### src/rtl/core/set_assoc_lru_cache_model_core_macros.svh
// Assertion macros for the cache model core
`ifndef SET_ASSOC_LRU_CACHE_MODEL_CORE_MACROS_SVH
`define SET_ASSOC_LRU_CACHE_MODEL_CORE_MACROS_SVH

// same-cycle implication, checked on clock, off during reset
`define SALC_ASSERT_IMP(lbl, cond, expr) \
   lbl: assert property (@(posedge clock) disable iff (reset) (cond) |-> (expr)) \
      else $error("set_assoc_lru_cache_model_core: check failed");

// next-cycle implication, checked on clock, off during reset
`define SALC_ASSERT_NXT(lbl, cond, expr) \
   lbl: assert property (@(posedge clock) disable iff (reset) (cond) |=> (expr)) \
      else $error("set_assoc_lru_cache_model_core: check failed");

`endif

### src/rtl/core/salc_pkg.sv
// Shared constants, codes and types of the cache model core
package salc_pkg;

   localparam int MAX_SET_BITS = 6;
   localparam int MAX_WAYS     = 8;
   localparam int ADDR_WIDTH   = 64;

   localparam int NUM_LINES = (1 << MAX_SET_BITS) * MAX_WAYS;
   localparam int LINE_W    = $clog2(NUM_LINES);
   localparam int SET_W     = (MAX_SET_BITS > 0) ? MAX_SET_BITS : 1;
   localparam int WAY_W     = (MAX_WAYS > 1) ? $clog2(MAX_WAYS) : 1;
   localparam int WAY_CNT_W = $clog2(MAX_WAYS + 1);
   localparam int SB_W      = (MAX_SET_BITS > 0) ? $clog2(MAX_SET_BITS + 1) : 1;
   localparam int STAMP_W   = 32;
   localparam int CNT_W     = 32;

   localparam int SET_BITS_W   = 3;
   localparam int BLOCK_BITS_W = 6;
   localparam int WAYS_W       = 4;

   localparam int CSR_AW = 4;
   localparam int CSR_DW = 32;
   localparam int REG_W  = 2;

   localparam logic [REG_W-1:0] REG_SET_BITS   = 2'd0;
   localparam logic [REG_W-1:0] REG_BLOCK_BITS = 2'd1;
   localparam logic [REG_W-1:0] REG_WAYS       = 2'd2;

   localparam logic [1:0] OP_LOAD   = 2'd0;
   localparam logic [1:0] OP_STORE  = 2'd1;
   localparam logic [1:0] OP_MODIFY = 2'd2;
   localparam logic [1:0] OP_FETCH  = 2'd3;

   localparam logic [1:0] OUT_HIT   = 2'd0;
   localparam logic [1:0] OUT_FILL  = 2'd1;
   localparam logic [1:0] OUT_EVICT = 2'd2;

   typedef struct packed {
      logic [SB_W-1:0]         set_bits;
      logic [BLOCK_BITS_W-1:0] block_bits;
      logic [WAY_CNT_W-1:0]    ways;
   } salc_geom_type;

   typedef struct packed {
      logic                  en;
      logic                  tag_en;
      logic [LINE_W-1:0]     addr;
      logic                  valid;
      logic [STAMP_W-1:0]    stamp;
      logic [ADDR_WIDTH-1:0] tag;
   } salc_line_wr_type;

   typedef struct packed {
      logic                  valid;
      logic [STAMP_W-1:0]    stamp;
      logic [ADDR_WIDTH-1:0] tag;
   } salc_line_rd_type;

endpackage

### src/rtl/core/salc_csr.sv
// Configuration registers and effective cache geometry
module salc_csr import salc_pkg::*; (
   input  logic                  clock,
   input  logic                  reset,
   input  logic                  psel,
   input  logic                  penable,
   input  logic                  pwrite,
   input  logic [CSR_AW-1:0]     paddr,
   input  logic [CSR_DW-1:0]     pwdata,
   output logic [CSR_DW-1:0]     prdata,
   output logic                  pready,
   output salc_geom_type         geom
);

   logic [SET_BITS_W-1:0]   set_bits_ff, set_bits_in;
   logic [BLOCK_BITS_W-1:0] block_bits_ff, block_bits_in;
   logic [WAYS_W-1:0]       ways_ff, ways_in;
   logic                    wr_en;
   logic [REG_W-1:0]        reg_idx;

   assign pready  = 1'b1;
   assign wr_en   = psel && penable && pwrite;
   assign reg_idx = paddr[CSR_AW-1:2];

   always_comb begin
      set_bits_in   = set_bits_ff;
      block_bits_in = block_bits_ff;
      ways_in       = ways_ff;
      if (wr_en) begin
         unique case (reg_idx)
            REG_SET_BITS:   set_bits_in   = pwdata[SET_BITS_W-1:0];
            REG_BLOCK_BITS: block_bits_in = pwdata[BLOCK_BITS_W-1:0];
            REG_WAYS:       ways_in       = pwdata[WAYS_W-1:0];
            default: ;
         endcase
      end
   end

   always_ff @(posedge clock) begin
      if (reset) begin
         set_bits_ff   <= '0;
         block_bits_ff <= '0;
         ways_ff       <= WAYS_W'(1);
      end else begin
         set_bits_ff   <= set_bits_in;
         block_bits_ff <= block_bits_in;
         ways_ff       <= ways_in;
      end
   end

   always_comb begin
      unique case (reg_idx)
         REG_SET_BITS:   prdata = CSR_DW'(set_bits_ff);
         REG_BLOCK_BITS: prdata = CSR_DW'(block_bits_ff);
         REG_WAYS:       prdata = CSR_DW'(ways_ff);
         default:        prdata = '0;
      endcase
   end

   always_comb begin
      if (int'(set_bits_ff) > MAX_SET_BITS) begin
         geom.set_bits = SB_W'(MAX_SET_BITS);
      end else begin
         geom.set_bits = SB_W'(set_bits_ff);
      end
      geom.block_bits = block_bits_ff;
      if (ways_ff == '0) begin
         geom.ways = WAY_CNT_W'(1);
      end else if (int'(ways_ff) > MAX_WAYS) begin
         geom.ways = WAY_CNT_W'(MAX_WAYS);
      end else begin
         geom.ways = WAY_CNT_W'(ways_ff);
      end
   end

endmodule

### config.mk
export PLATFORM = sky130hd
export DESIGN_NAME = salc_csr
export DESIGN_NICKNAME = d
export VERILOG_FILES = /design/src/rtl/core/set_assoc_lru_cache_model_core_macros.svh /design/src/rtl/core/salc_pkg.sv /design/src/rtl/core/salc_csr.sv
export SDC_FILE = /design/constraint.sdc
export NUM_CORES = 1
export LEC_CHECK = 0
export BUFFER_PORTS_ARGS = -buffer_cell sky130_fd_sc_hd__buf_4
export CORE_MARGIN = 3
export CORE_UTILIZATION = 36
export DETAILED_ROUTE_END_ITERATION = 6
export GPL_TIMING_DRIVEN = 0
export PLACE_DENSITY = 0.79
export SLEW_MARGIN = 30
export SYNTH_ARGS = -nofsm -noshare
export SYNTH_HDL_FRONTEND = slang
export SYNTH_SLANG_ARGS = --single-unit
### constraint.sdc
create_clock -name clock -period 1.3 [get_ports clock]
set_input_delay 0.26 -clock clock [delete_from_list [all_inputs] [get_ports clock]]
set_output_delay 0.26 -clock clock [all_outputs]
set_load 0.02 [all_outputs]
Yosys cells after proc, flatten, opt, wreduce, memory -nomap -nowiden
Cells that the tools add are included.

Bits in registers: 13. Output and inout bits: 46. Word-level logic and storage cells: 18.

$lt $le $gt $ge: 2. Eq/ne operators: 2. Muxes and demuxes: 4. Reduce and logical (&&, ||, !) cells: 7.

Operator list (count): 6-bit one-hot mux with 3 select lines (1); 4-bit two-way mux (2); 2-bit AND reduction (3); 4-bit > comparator, second input constant (1); 4-bit zero test (1); 3-bit > comparator, second input constant (1); 3-bit two-way mux (1); 2-bit by 1-bit equality test with 1-bit output, second input constant (1); 2-bit equality test, second input constant (1); 1-bit logical AND (2); 2-bit zero test (1).

Depth between registers and ports, before layout
Depth in word-level cells: 3. Depth in mapped cells: 4.

Worst setup path after synthesis
Ideal clock, no wire load.

Kind: register to output. Start: reg block_bits_ff[0]. End: out prdata[0]. Arrival time: 1027 ps. Required time: 1040 ps. Path slack: 13 ps. Cell stages (with the launch flop): 3. Path buffers: 0. Cell sequence: dfxtp_1 > mux2i_1 > o21ai_0.

Cells in the longest elaborated chain, start to end: 1.

Ends and longest elaborated chain: start: declaration (RTL line salc_csr.sv:16) `logic [BLOCK_BITS_W-1:0] block_bits_ff, block_bits_in;`; start signal: assignment (RTL line salc_csr.sv:46) `block_bits_ff <= block_bits_in;`; 6-bit one-hot mux with 3 select lines (RTL line salc_csr.sv:52) `unique case (reg_idx)`; end: declaration (RTL line salc_csr.sv:10) `output logic [CSR_DW-1:0] prdata,`.

No other way between the ends.

==> flow_metrics.tcl <==
set metrics [dict create \
    synth_cell_types 20 \
    area_growth_pct 40.9 \
    grt_max_degree 11 \
    worstHoldPathType "primary input to flip-flop" \
    synth_area_leaders "dfxtp_1 (28%), buf_4 (22%), mux2i_1 (17%)" \
    ir_drop_mv 0.669 \
    layout_min_cycle_time_ps 1290 \
    fmax_mhz 776 \
    pin_count 87 \
    ys.flop_type "dfxtp_1" \
    synthAdderAreaFrac_pct 0 \
    drive_above_1_share_pct 43.0 \
    criticalPathCategory "flip-flop to output port" \
    synth_xor_area_share_pct 0 \
    maxCapViolations 0 \
    grt_pass1_wl_um 3200 \
    synth-seq-area-share_pct 27.9 \
    reg2reg_slack_ps 600 \
    hold_depth 3 \
    synth_top_area_share_pct 27.9 \
    dieArea_um2 3240 \
    ff_latch_area_um2 269 \
    status "finished clean" \
    fillers 219 \
    grt_pass1_vias 752 \
    rows 17 \
    antenna_found_initial 0 \
    final_cell_area_um2 1320 \
    synthSimpleGateAreaFrac_pct 25.9 \
    synth_async_sr_flop_share_pct 0 \
    num_vias 782 \
    cts.sinks 13 \
    ys_ff_latch 13 \
    synthMuxAreaShare_pct 17.2 \
    drt_iter0_markers 14 \
    cts_hold_buffers 0 \
    powerDensity_nw_per_um2 687 \
    nets 207 \
    dpl_cell_area_um2 1280 \
    initial_core_util_pct 39.9 \
    track_usage_pct 12.5 \
    cts_tree "built" \
    n_antenna_cell 0 \
    cp_max_fo 4 \
    fin_setup_tns_ps 0 \
    required_ps 1040 \
    hold_viol 0 \
    clock-skew-final_ps 0 \
    yosys_warnings 0 \
    io_buffers 29 \
    post_cts_buffers 0 \
    hpwlAfterDp_um 1680 \
    multi_input_comb_area_um2 534 \
    maxSlewViolCount 0 \
    drc 0 \
    yosysTopAreaCell "dfxtp_1" \
    finalWirelength_um 2000 \
    period_share_pct 99.1 \
    dp_slack_ps 39.8 \
    die_w_um 56.9 \
    ant_nets 0 \
    rsz0062_at_grt "yes" \
    crit_arrival_ps 1030 \
    synth_common_cells "buf_4 (27), nand2b_1 (18), mux2i_1 (16), dfxtp_1 (13)" \
    place.gp.congestion 0.754 \
    die_h_um 56.9 \
    clock-root-buffer "clkbuf_4" \
    synth-edff-count 0 \
    synth_compound_area_share_pct 3.35 \
    vias_per_cell 4.05 \
    core_area_um2 2340 \
    cts.htree.levels 1 \
    report.final.setup_viol 0 \
    yosysMostFrequentCell "buf_4" \
    wire_per_inst_um 10.4 \
    clock_path_buffers 2 \
    finalWorstSetupSlack_ps 12.1 \
    grt_overflow 0 \
    firstDrtPassIters 4 \
    leakage_nw 0.694 \
    synth_cells 107 \
    syn_area_um2 933 \
    postSynthAreaPerCell_um2 8.72 \
    total_power_mw 0.903 \
    start_kind "flip-flop" \
    synth_top_family_by_area "simple AND/OR/NAND/NOR gates" \
    worstSkewPairLatency_ps 270 \
    end_kind "output port" \
    cts_made_buffers 3 \
    reg2reg_depth 2 \
    path_clk_slew_ps 80 \
]
==> metal layers <==
metal	global-route usage, %	part of all wire [%]	vias to the layer above
met5	0	0	-
met4	6.95	1.9	0
met3	3.68	13	5
met2	20.4	43	49
met1	14.6	42	322
li1	-	-	406
==> registers in the layout, summed over array words and instances, names as in the netlist <==
signal         cells
ways_ff            4
block_bits_ff      6
set_bits_ff        3
==> critical path: stages, from the launching register on <==
cell and delay, ps:
dfxtp_2 340, nor2_1 90, nor2_1 40, nor2_1 120
buf_4 160
==> power by group <==
| group | switching [mW] | internal, mW | total, mW | leakage, nW |
|---|---|---|---|---|
| Combinational | 0.134 | 0.113 | 0.247 | 0.571 |
| Clock | 0.129 | 0.119 | 0.248 | 0.0150 |
| Sequential | 0.00482 | 0.403 | 0.408 | 0.109 |
==> layout by cell type (no fill, tap or decap) <==
master	n
a21boi_1	1
a22o_1	1
and2_1	2
and2b_1	2
buf_4	56
buf_6	1
clkbuf_1	6
clkbuf_4	3
conb_1	27
dfxtp_1	6
dfxtp_2	7
mux2i_1	16
nand2_1	3
nand2b_1	18
nand3_1	1
nand4_1	1
nand4_2	1
nor2_1	5
nor2b_1	2
nor3_2	1
nor3b_2	2
o21ai_1	3
==> cell families (layout without fill, tap and decap cells) <==
kind of cell / Yosys count / in the layout
flops: 13 / 13
mux: 16 / 16
other cells: 2 / 27
simple gates: 38 / 38
compound gates: 5 / 5
buf+inv: 33 / 66
==> through the flow <==
step                util [%]  std cells  hold WS [ps]
finish                  56.2        193           252
global route            56.2        193           274
CTS                     56.1        193           250
detailed placement      54.7        189           497
global placement        54.7        189           477
floorplan                  -        132           415
==> final timing paths <==
check	startpoint	end
worst min-delay path	pwdata[0]	ways_ff[0]$_SDFFE_PP1P_
worst min register to register	block_bits_ff[3]$_SDFFE_PP0P_	block_bits_ff[3]$_SDFFE_PP0P_
worst max register to register	ways_ff[3]$_SDFFE_PP0P_	ways_ff[3]$_SDFFE_PP0P_
worst max-delay path	ways_ff[1]$_SDFFE_PP0P_	geom[0]
==> area by class of cell <==
cell class                 count  area share [%]
tap                           28            2.66
multi-input combinational     86            40.6
sequential                    13            20.5
clock buffer                   4            2.00
timing repair buffer          29            16.6
buffer                        33            17.7
==> timing repair <==
item                       in CTS  in global routing
resized for setup               7                  4
setup endpoints to repair       4                  6
pin swaps                       0                  0
(Power assumes the default switching activity.)
